**src/rtl/core/fifo_queue_with_position_insert_assert.svh**
```systemverilog
// Assertion macros for the position-insert queue.
`ifndef FIFO_QUEUE_WITH_POSITION_INSERT_ASSERT_SVH
`define FIFO_QUEUE_WITH_POSITION_INSERT_ASSERT_SVH
`ifndef ASSERT_OFF
// Property checked on every rising clock edge outside reset.
`define FQI_ASSERT(lbl, prop) \
	lbl: assert property (@(posedge clk) disable iff (!arst_n) (prop)) \
		else $error("fqi assertion failed");
// Condition that must never be true outside reset.
`define FQI_ASSERT_NEVER(lbl, cond) \
	lbl: assert property (@(posedge clk) disable iff (!arst_n) !(cond)) \
		else $error("fqi forbidden condition seen");
`else
`define FQI_ASSERT(lbl, prop)
`define FQI_ASSERT_NEVER(lbl, cond)
`endif
`endif

```
**src/rtl/core/fqi_pkg.sv**
```systemverilog
// Shared types and constants for the position-insert queue.
package fqi_pkg;

	localparam int FQI_DEPTH = 16;

	// Request codes carried in the input tuser
	typedef enum logic [1:0] {
		REQ_ENQ = 2'd0,
		REQ_INS = 2'd1,
		REQ_DEQ = 2'd2
	} req_t;

	// Result status codes
	typedef enum logic [1:0] {
		ST_OK    = 2'd0,
		ST_EMPTY = 2'd1,
		ST_FULL  = 2'd2
	} status_t;

	// One stored record
	typedef struct packed {
		logic [31:0] start;
		logic [1:0]  kind;
		logic [15:0] id;
	} rec_t;

	// Per-cycle command broadcast to every cell
	typedef struct packed {
		logic ins;
		logic deq;
	} cell_ctl_t;

endpackage

```
**src/rtl/core/fqi_cell.sv**
```systemverilog
// One slot of the record chain: holds, loads, or takes a neighbor's record.
module fqi_cell #(
	parameter int POS   = 0,
	parameter int CNT_W = 5
) (
	input  logic              clk,
	input  fqi_pkg::cell_ctl_t ctl,
	input  logic [CNT_W-1:0]  idx,
	input  fqi_pkg::rec_t     new_rec,
	input  fqi_pkg::rec_t     left_rec,
	input  fqi_pkg::rec_t     right_rec,
	output fqi_pkg::rec_t     rec
);
	import fqi_pkg::*;

	logic hit;
	logic after;
	rec_t rec_q;

	// Position of this cell relative to the insert point
	assign hit   = (idx == CNT_W'(POS));
	assign after = (idx < CNT_W'(POS));

	// Insert opens a gap at idx, dequeue moves everything toward the head
	always_ff @(posedge clk) begin
		if (ctl.ins) begin
			if (hit) begin
				rec_q <= new_rec;
			end else if (after) begin
				rec_q <= left_rec;
			end
		end else if (ctl.deq) begin
			rec_q <= right_rec;
		end
	end

	assign rec = rec_q;

endmodule

```
**src/rtl/core/fifo_queue_with_position_insert.sv**
```systemverilog
// Top level of the bounded record queue with insert at a chosen position.
//
// Usage: one request per input transfer on the s_ group. s_tuser selects
// enqueue at tail, insert at a one-based position, or dequeue of the head.
// Insert puts the record at zero-based index clamp(position-1, 1, count);
// into an empty queue it acts as enqueue. Each request yields exactly one
// result transfer on the m_ group: status, the dequeued record (zeros if
// none), the empty flag and the count after the request.
// The result is registered: it appears in the cycle after a request is taken.
// One request per cycle unless stalled; every slot of the DEPTH-cell chain
// shifts, loads or holds in the same cycle, so no request waits on another.
// A result register sits between the sides: while it is taken (or empty)
// a new request is accepted; if the receiver stalls, s_tready drops until
// the waiting result is taken. Reset empties the queue and the result
// register; slot contents are not cleared and are never read before written.
`include "fifo_queue_with_position_insert_assert.svh"
module fifo_queue_with_position_insert #(
	parameter int DEPTH = fqi_pkg::FQI_DEPTH,
	localparam int CNT_W = $clog2(DEPTH + 1),
	localparam int OUT_W = ((51 + CNT_W + 7) / 8) * 8
) (
	input  logic             clk,
	input  logic             arst_n,
	input  logic             s_tvalid,
	output logic             s_tready,
	// item_id[15:0], item_kind[17:16], item_start[49:18], position[57:50]
	input  logic [63:0]      s_tdata,
	// req_type[1:0]
	input  logic [1:0]       s_tuser,
	output logic             m_tvalid,
	input  logic             m_tready,
	// out_id[15:0], out_kind[17:16], out_start[49:18], is_empty_flag[50],
	// fill_count[51 +: CNT_W]
	output logic [OUT_W-1:0] m_tdata,
	// status[1:0], out_valid[2]
	output logic [2:0]       m_tuser
);
	import fqi_pkg::*;

	localparam int CMP_W = (CNT_W > 8) ? CNT_W : 8;

	logic             accept;
	req_t             req;
	logic             is_add;
	logic             is_deq;
	logic             full;
	logic             empty;
	rec_t             new_rec;
	logic [7:0]       position;
	logic [CMP_W-1:0] pos_w;
	logic [CMP_W-1:0] pos_m1;
	logic [CMP_W-1:0] cnt_w;
	logic [CMP_W-1:0] idx_c;
	logic [CNT_W-1:0] ins_idx;
	cell_ctl_t        ctl;
	logic [CNT_W-1:0] count_q;
	logic [CNT_W-1:0] count_d;
	logic [1:0]       status_d;
	rec_t             out_rec_d;
	rec_t             cell_rec [DEPTH];

	logic             m_tvalid_q;
	logic [1:0]       status_q;
	logic             out_valid_q;
	rec_t             out_rec_q;
	logic [CNT_W-1:0] fill_q;

	// Input decode
	assign accept   = s_tvalid & s_tready;
	assign req      = req_t'(s_tuser);
	assign is_add   = (req == REQ_ENQ) || (req == REQ_INS);
	assign is_deq   = (req == REQ_DEQ);
	assign full     = (count_q == CNT_W'(DEPTH));
	assign empty    = (count_q == '0);
	assign new_rec  = '{start: s_tdata[49:18], kind: s_tdata[17:16], id: s_tdata[15:0]};
	assign position = s_tdata[57:50];

	// Insert index: clamp(position-1, 1, count), tail for enqueue or an empty queue
	assign pos_w  = CMP_W'(position);
	assign pos_m1 = (pos_w <= CMP_W'(1)) ? CMP_W'(1) : pos_w - CMP_W'(1);
	assign cnt_w  = CMP_W'(count_q);
	assign idx_c  = (pos_m1 > cnt_w) ? cnt_w : pos_m1;

	always_comb begin
		if ((req == REQ_INS) && !empty) begin
			ins_idx = idx_c[CNT_W-1:0];
		end else begin
			ins_idx = count_q;
		end
	end

	// Chain command for this cycle
	assign ctl.ins = accept & is_add & ~full;
	assign ctl.deq = accept & is_deq & ~empty;

	// Next count and result
	always_comb begin
		count_d   = count_q;
		status_d  = ST_OK;
		out_rec_d = '0;
		if (is_add && full) begin
			status_d = ST_FULL;
		end else if (is_deq && empty) begin
			status_d = ST_EMPTY;
		end
		if (ctl.ins) begin
			count_d = count_q + CNT_W'(1);
		end else if (ctl.deq) begin
			count_d   = count_q - CNT_W'(1);
			out_rec_d = cell_rec[0];
		end
	end

	// Record chain, slot 0 is the head
	for (genvar i = 0; i < DEPTH; i++) begin : g_cell
		rec_t left_rec;
		rec_t right_rec;
		if (i == 0) begin : g_head
			assign left_rec = new_rec;
		end else begin : g_mid_l
			assign left_rec = cell_rec[i-1];
		end
		if (i == DEPTH - 1) begin : g_tail
			assign right_rec = cell_rec[i];
		end else begin : g_mid_r
			assign right_rec = cell_rec[i+1];
		end
		fqi_cell #(
			.POS   (i),
			.CNT_W (CNT_W)
		) u_cell (
			.clk       (clk),
			.ctl       (ctl),
			.idx       (ins_idx),
			.new_rec   (new_rec),
			.left_rec  (left_rec),
			.right_rec (right_rec),
			.rec       (cell_rec[i])
		);
	end

	// Fill count
	always_ff @(posedge clk or negedge arst_n) begin
		if (!arst_n) begin
			count_q <= '0;
		end else if (accept) begin
			count_q <= count_d;
		end
	end

	// Result register: valid flag
	always_ff @(posedge clk or negedge arst_n) begin
		if (!arst_n) begin
			m_tvalid_q <= 1'b0;
		end else if (accept) begin
			m_tvalid_q <= 1'b1;
		end else if (m_tready) begin
			m_tvalid_q <= 1'b0;
		end
	end

	// Result register: payload
	always_ff @(posedge clk) begin
		if (accept) begin
			status_q    <= status_d;
			out_valid_q <= ctl.deq;
			out_rec_q   <= out_rec_d;
			fill_q      <= count_d;
		end
	end

	assign s_tready = ~m_tvalid_q | m_tready;
	assign m_tvalid = m_tvalid_q;
	assign m_tuser  = {out_valid_q, status_q};
	assign m_tdata  = OUT_W'({fill_q, (fill_q == '0), out_rec_q.start,
		out_rec_q.kind, out_rec_q.id});

	// Checks
	`FQI_ASSERT_NEVER(a_count_range, count_q > CNT_W'(DEPTH))
	`FQI_ASSERT(a_deq_count, ctl.deq |=> count_q == $past(count_q) - CNT_W'(1))
	`FQI_ASSERT(a_full_drop, accept && is_add && full |=> count_q == $past(count_q))
	`FQI_ASSERT(a_valid_ok, m_tvalid_q && out_valid_q |-> status_q == ST_OK)

endmodule

```
**config.mk**
```make
export PLATFORM = sky130hd
export DESIGN_NAME = fifo_queue_with_position_insert
export DESIGN_NICKNAME = d
export VERILOG_FILES = /design/src/rtl/core/fqi_pkg.sv /design/src/rtl/core/fqi_cell.sv /design/src/rtl/core/fifo_queue_with_position_insert.sv
export VERILOG_INCLUDE_DIRS = /design/src /design/src/rtl/core
export SDC_FILE = /design/constraint.sdc
export NUM_CORES = 2
export LEC_CHECK = 0
export ABC_CLOCK_PERIOD_IN_PS = 7000
export BUFFER_PORTS_ARGS = -buffer_cell sky130_fd_sc_hd__clkbuf_2
export CAP_MARGIN = 20
export CORE_UTILIZATION = 57
export DETAILED_ROUTE_END_ITERATION = 6
export PLACE_DENSITY_LB_ADDON = 0.1
export SYNTH_ARGS = -nofsm -noshare
export SYNTH_HDL_FRONTEND = slang
export SYNTH_SLANG_ARGS = --single-unit
```
**constraint.sdc**
```tcl
create_clock -name clk -period 7 [get_ports clk]
set_input_delay 0.7 -clock clk [delete_from_list [all_inputs] [get_ports clk]]
set_output_delay 0.7 -clock clk [all_outputs]
set_load 0.05 [all_outputs]
```
### Yosys cells after proc, flatten, opt, wreduce, memory -nomap -nowiden

Cells that the tools add are included.

* input bits: 70
* output and inout port bits: 61
* bits in writable memories: 0
* memory bits (read-only): 0
* bits in latches: 0
* memories: 0
* bits in registers: 864

* equality and inequality tests: 33
* $add $sub $neg: 3
* bitwise logic cells: 10
* order comparisons: 18
* div/mod/pow operators: 0
* shift operators: 0
* reduce and logical (&&, ||, !) cells: 29
* $mul: 0
* multiplexer cells: 70

Operators with widths (number)
* 50-bit two-way mux: 62
* 3-bit by 1-bit != test with 1-bit output, second input constant: 15
* 5-bit by 4-bit == test with 1-bit output, second input constant: 8
* 5-bit by 4-bit < comparator with 1-bit output, second input constant: 8
* 2-bit AND reduction: 16
* 5-bit by 3-bit == test with 1-bit output, second input constant: 4
* 5-bit by 3-bit < comparator with 1-bit output, second input constant: 4
* 5-bit two-way mux: 4
* 5-bit logical NOT: 3
* 5-bit by 2-bit == test with 1-bit output, second input constant: 2
* 5-bit by 1-bit < comparator with 1-bit output, second input constant: 2
* 5-bit by 2-bit < comparator with 1-bit output, second input constant: 2
* 8-bit by 5-bit greater-than comparator with 1-bit output: 1
* 8-bit by 1-bit <= comparator with 1-bit output, second input constant: 1
* 8-bit two-way mux: 1
* 8-bit by 1-bit subtractor with 8-bit output, second input constant: 1
* 2-bit nonzero test: 3
* 5-bit by 1-bit adder with 5-bit output, second input constant: 1
* 1-bit bitwise AND: 5
* 5-bit by 1-bit == test with 1-bit output, second input constant: 1
* 5-bit == test, second input constant: 1
* 5-bit by 1-bit subtractor with 5-bit output, second input constant: 1
* 1-bit inverter: 4
* 1-bit logical AND: 3
* 8 further kinds: 10

### Depth between registers and ports, before layout

* word-level depth: 9
* depth in mapped cells: 20

### Cells and area by module

From an unflattened synthesis, not the netlist that was laid out.

* cells, all modules: 4647
* area, all modules: 47500.6 sq um

By module, submodules not included
* fifo_queue_with_position_insert: area each 2911.5 sq um, cells an instance 213, instances 1, seq. area each 1891.8 sq um
* fqi_cell (g_cell[13].u_cell): area each 2889.0 sq um, cells an instance 287, instances 1, seq. area each 1501.4 sq um
* fqi_cell (g_cell[11].u_cell): area each 2887.8 sq um, cells an instance 287, instances 1, seq. area each 1501.4 sq um
* fqi_cell (g_cell[10].u_cell): area each 2874.0 sq um, cells an instance 288, instances 1, seq. area each 1501.4 sq um
* fqi_cell (g_cell[3].u_cell): area each 2860.2 sq um, cells an instance 292, instances 1, seq. area each 1501.4 sq um
* fqi_cell (g_cell[6].u_cell): area each 2842.7 sq um, cells an instance 287, instances 1, seq. area each 1501.4 sq um
* fqi_cell (g_cell[5].u_cell): area each 2841.5 sq um, cells an instance 287, instances 1, seq. area each 1501.4 sq um
* fqi_cell (g_cell[15].u_cell): area each 2826.5 sq um, cells an instance 287, instances 1, seq. area each 1501.4 sq um
* fqi_cell (g_cell[12].u_cell): area each 2821.5 sq um, cells an instance 289, instances 1, seq. area each 1501.4 sq um
* fqi_cell (g_cell[9].u_cell): area each 2819.0 sq um, cells an instance 289, instances 1, seq. area each 1501.4 sq um
* fqi_cell (g_cell[1].u_cell): area each 2798.9 sq um, cells an instance 286, instances 1, seq. area each 1501.4 sq um
* fqi_cell (g_cell[2].u_cell): area each 2781.4 sq um, cells an instance 290, instances 1, seq. area each 1501.4 sq um
* fqi_cell (g_cell[14].u_cell): area each 2763.9 sq um, cells an instance 288, instances 1, seq. area each 1501.4 sq um
* fqi_cell (g_cell[4].u_cell): area each 2762.6 sq um, cells an instance 290, instances 1, seq. area each 1501.4 sq um
* 3 more rows

### Least setup slack after synthesis

No wires, ideal clock.

* path kind: input to register
* start point: in s_tdata[50]
* end point: reg g_cell[1].u_cell.rec_q (netlist bit g_cell[1].u_cell.rec[0]), enable pin
* data required time: 6.473 ns
* stages: 18
* slack: -0.959 ns
* buffers on the path: 5
* setup time: 0.527 ns
* arrival time: 7.433 ns
* cells stage by stage: clkbuf_1 -> inv_1 -> ha_1 -> clkbuf_1 -> or3b_2 -> or3_1 -> nand2_1 -> ha_1 -> and4_1 -> nand4_1 -> mux2i_1 -> o22a_1 -> buf_4 -> buf_12 -> buf_6 -> mux2i_1 -> nand2b_1 -> o21ai_0

* cells in the longest elaborated chain, start to end: 8

RTL lines
* start, declared: RTL line fifo_queue_with_position_insert.sv:27 `input logic [63:0] s_tdata,`
* 8-bit by 1-bit subtractor with 8-bit output or 8-bit by 1-bit <= comparator with 1-bit output (tied branches): RTL line fifo_queue_with_position_insert.sv:80 `assign pos_m1 = (pos_w <= CMP_W'(1)) ? CMP_W'(1) : pos_w - CMP_W'(1);`
* 8-bit two-way mux *: RTL line fifo_queue_with_position_insert.sv:80
* 8-bit by 5-bit greater-than comparator with 1-bit output: RTL line fifo_queue_with_position_insert.sv:82 `assign idx_c = (pos_m1 > cnt_w) ? cnt_w : pos_m1;`
* 5-bit two-way mux *: RTL line fifo_queue_with_position_insert.sv:82
* 5-bit two-way mux *: RTL line fifo_queue_with_position_insert.sv:85 `if ((req == REQ_INS) && !empty) begin`
* 5-bit by 1-bit < comparator with 1-bit output or 5-bit by 1-bit == test with 1-bit output (tied branches): RTL line fqi_cell.sv:22, fqi_cell.sv:21
* 3-bit by 1-bit != test with 1-bit output (no source line) *
* 2-bit AND reduction (no source line) *
* end signal, assigned: RTL line fqi_cell.sv:28 `rec_q <= new_rec;`
* end signal, assigned: RTL line fqi_cell.sv:30 `rec_q <= left_rec;`
* end signal, assigned: RTL line fqi_cell.sv:33 `rec_q <= right_rec;`
* end, declared: RTL line fqi_cell.sv:18 `rec_t rec_q;`

Every way passes the cells marked *; elsewhere a longest branch is shown, timed or not.
A chain may end at the register's enable or synchronous reset.

### Final worst setup path

* start point: in s_tdata[50]
* end point: reg g_cell[15].u_cell.rec_q (netlist bit g_cell[15].u_cell.rec[28]), data pin

* cells in the longest elaborated chain, start to end: 7

RTL lines
* 8-bit by 1-bit subtractor with 8-bit output or 8-bit by 1-bit <= comparator with 1-bit output (tied branches): RTL line fifo_queue_with_position_insert.sv:80
* 8-bit two-way mux *: RTL line fifo_queue_with_position_insert.sv:80
* 8-bit by 5-bit greater-than comparator with 1-bit output: RTL line fifo_queue_with_position_insert.sv:82
* 5-bit two-way mux *: RTL line fifo_queue_with_position_insert.sv:82
* 5-bit two-way mux *: RTL line fifo_queue_with_position_insert.sv:85
* 5-bit by 4-bit == test with 1-bit output *: RTL line fqi_cell.sv:21 `assign hit = (idx == CNT_W'(POS));`
* 50-bit two-way mux *: RTL line fqi_cell.sv:27 `if (hit) begin`
* end signal, assigned: RTL line fqi_cell.sv:28
* end signal, assigned: RTL line fqi_cell.sv:30
* end signal, assigned: RTL line fqi_cell.sv:33
* end, declared: RTL line fqi_cell.sv:18

Marks and branches as above.

==> flow_summary.ini <==
[logic_synthesis]
syn-cell-area_um2 = 42200
yosysWarnings = 0
async_flop_share = 0.00694
ys_types = 63
synthesis.nets = 3886
yosysMostFrequentCell = nand2_1
synth_edf_count = 858
synth_area_leader_cell = edfxtp_1
ys.flop_type = edfxtp_1
synthTopCellsByArea = edfxtp_1, o211ai_1, nand3_1
syn_area_per_cell_um2 = 11.1
synthCells = 3808
synth_seq_cells = 864
synth_common_cells = nand2_1, edfxtp_1, nand3_1
yosysSeqAreaShare = 0.614
synth_top_area_frac = 0.610

[global_route]
antenna_found_initial = 0
overflow = 0
grt_pass1_wl_mm = 169
grt_use_total = 0.284
grt_pass1_vias = 28185
grt_max_degree = 228

[cts]
cts_resized = 0
ctsLongestPathBuffers = 3
htreeDepth = 3
cts.clk_slew.worst_paths_ns = 0.06
ctsRootBufferMaster = clkbuf_16
clock-sinks = 864
cts-buffers-inserted = 91
cts_tree = done
insertion_delay_ns = 0.65

[sta]
timing.hold.ws_ns = 0.279
finalCritPeriodShare = 0.777
finalHoldViolCount = 0
slew_headroom = 0.278
fmax_ghz = 0.184
rsz0062_at_grt = no
tns_ns = 0
worst_pin_slew_ns = 1.08
setup_viol_count_final = 0
worst_slack_ns = 1.56
skew_ns = 0.0201
final_max_slew_viol_count = 0
fin_crit_ns = 5.44

[outcome]
status = complete, but fails checks
violations = design-rule violations

[floorplanning]
row_count = 99
die_area_um2 = 75200
floorplan.initialDensity = 0.578
core_um2 = 73100
io_pins = 131
die-height_um = 274
die_w_um = 274

[detailed_routing]
first_pass_iters = 7
drc_errors = 25
wirelength_mm = 107
detail-route-antenna-nets = 0
wl_per_cell_um = 22.7
num_vias = 31179
viasPerCell = 6.60
drtIter0Drc = 4983

[finish]
layout-drive-gt1-share = 0.105
fin_cells = 4725
fin_area_um2 = 46000
multiInputGateArea_um2 = 14700
nets = 3772
diodes = 0
seqCellArea_um2 = 25900
final_util = 0.629
nFillCells = 5856
syn2layout_area_growth_pct = 8.87

[pwr]
max-vdd-ir-drop_mv = 0.209
leakage_nw = 15.6
p_total_mw = 14.1
power_density_nw_per_um2 = 307
pwr-share-clk = 0.336
switching_share = 0.298
power_frac_seq = 0.486
power.switching_mw = 4.22
internal_power_mw = 9.92
pwr-share-comb = 0.179

[place]
dp.cells = 4556
gp_congestion = 0.830
io_buffers = 124
pre_cts_ws_ns = 0.897
placed_cell_area_um2 = 43000
hpwl_mm = 66.7

[setup_path]
criticalPathCategory = in -> reg
end_kind = register
crit_fanout = 25
cp.arrival_ns = 5.83
crit_path_start_kind = input port
required_ns = 7.39

[flow_run]
drv_cap = 0

[hold_path]
hp-class = in -> reg
[power by group through the flow]
stage | logic (mW) | clock network [mW] | registers [mW]
floorplan | 1.86 | 0 | 6.90
global placement | 2.40 | 0 | 6.94
detailed placement | 2.49 | 0 | 6.95
CTS | 2.50 | 4.80 | 6.85
global route | 2.77 | 4.99 | 6.91
finish | 2.53 | 4.74 | 6.86
[layer usage]
layer	global-route usage	wire length [um]
met5	0	0
met4	0.0554	1310
met3	0.0504	11800
met2	0.364	42900
met1	0.491	51400
[critical path, stage by stage]
cell      delay [ns]
clkbuf_2        0.18
inv_1           0.09
ha_1            0.29
or3b_2          0.49
or3_1           0.38
nand2_1         0.32
ha_1            0.35
and4_1          0.18
nand3_1         0.08
mux2i_1         0.14
o22a_1          0.50
buf_4           0.32
o31ai_4         0.90
buf_4           0.51
mux2_1          0.37
[registers in the layout, indices dropped and copies added, names as in the netlist]
signal,count
g_cell.u_cell.rec,800
m_tdata,50
count_q,5
fill_q,5
status_q,2
m_tvalid,1
out_valid_q,1
[layout by cell type (no fill, tap or decap), types with 16 or more instances in the layout]
| cell | instances |
|---|---|
| o211ai_2 | 50 |
| clkbuf_16 | 92 |
| buf_4 | 44 |
| nand2_1 | 873 |
| nand3_1 | 703 |
| clkinv_1 | 30 |
| edfxtp_1 | 858 |
| nor2_1 | 24 |
| and2_1 | 52 |
| clkinv_2 | 16 |
| o211ai_1 | 655 |
| clkbuf_2 | 124 |
| mux2_1 | 50 |
[kinds of logic (layout without fill, tap and decap cells)]
| logic type | after synthesis | count (layout) | synth area share |
|---|---|---|---|
| compound gates | 754 | 754 | 0.140 |
| xor+xnor | 9 | 9 | 0.00187 |
| fa+ha+maj | 8 | 8 | 0.00237 |
| buf+inv | 402 | 360 | 0.0451 |
| flops | 864 | 864 | 0.614 |
| mux | 66 | 66 | 0.0184 |
| simple gates | 1705 | 1705 | 0.179 |
[final timing paths]
path                                                    start                                  end  slack (ns)  cells after the start
setup / recovery                                  s_tdata[50]  g_cell[15].u_cell.rec[28]$_DFFE_PP_        1.56                     15
hold / removal                                       s_tvalid                 m_tvalid$_DFFE_PN0P_        0.28                      2
setup reg to reg                       count_q[1]$_DFFE_PN0P_  g_cell[15].u_cell.rec[28]$_DFFE_PP_        2.19                     10
hold reg to reg            g_cell[0].u_cell.rec[11]$_DFFE_PP_            m_tdata[11]$_SDFFCE_PP0P_        0.54                      1
max in group asynchronous                              arst_n               count_q[3]$_DFFE_PN0P_        6.40                      2
min in group asynchronous                              arst_n               count_q[2]$_DFFE_PN0P_        0.44                      2
[layout make-up]
type	instances	share of cell area
Tap cell	959	0.0261
Inverter	11	0.000898
Timing Repair Buffer	184	0.0279
Clock inverter	58	0.0107
Sequential cell	864	0.564
Multi-Input combinational cell	2542	0.319
Clock buffer	107	0.0517
[repair_timing]
action / CTS / global route
buffers inserted: 0 / 0
endpoints found under the hold margin: 6 / 0
endpoints found under the setup margin: 0 / 0
hold buffers: 1 / 0
Note: power is estimated with default switching activity, not from simulation.
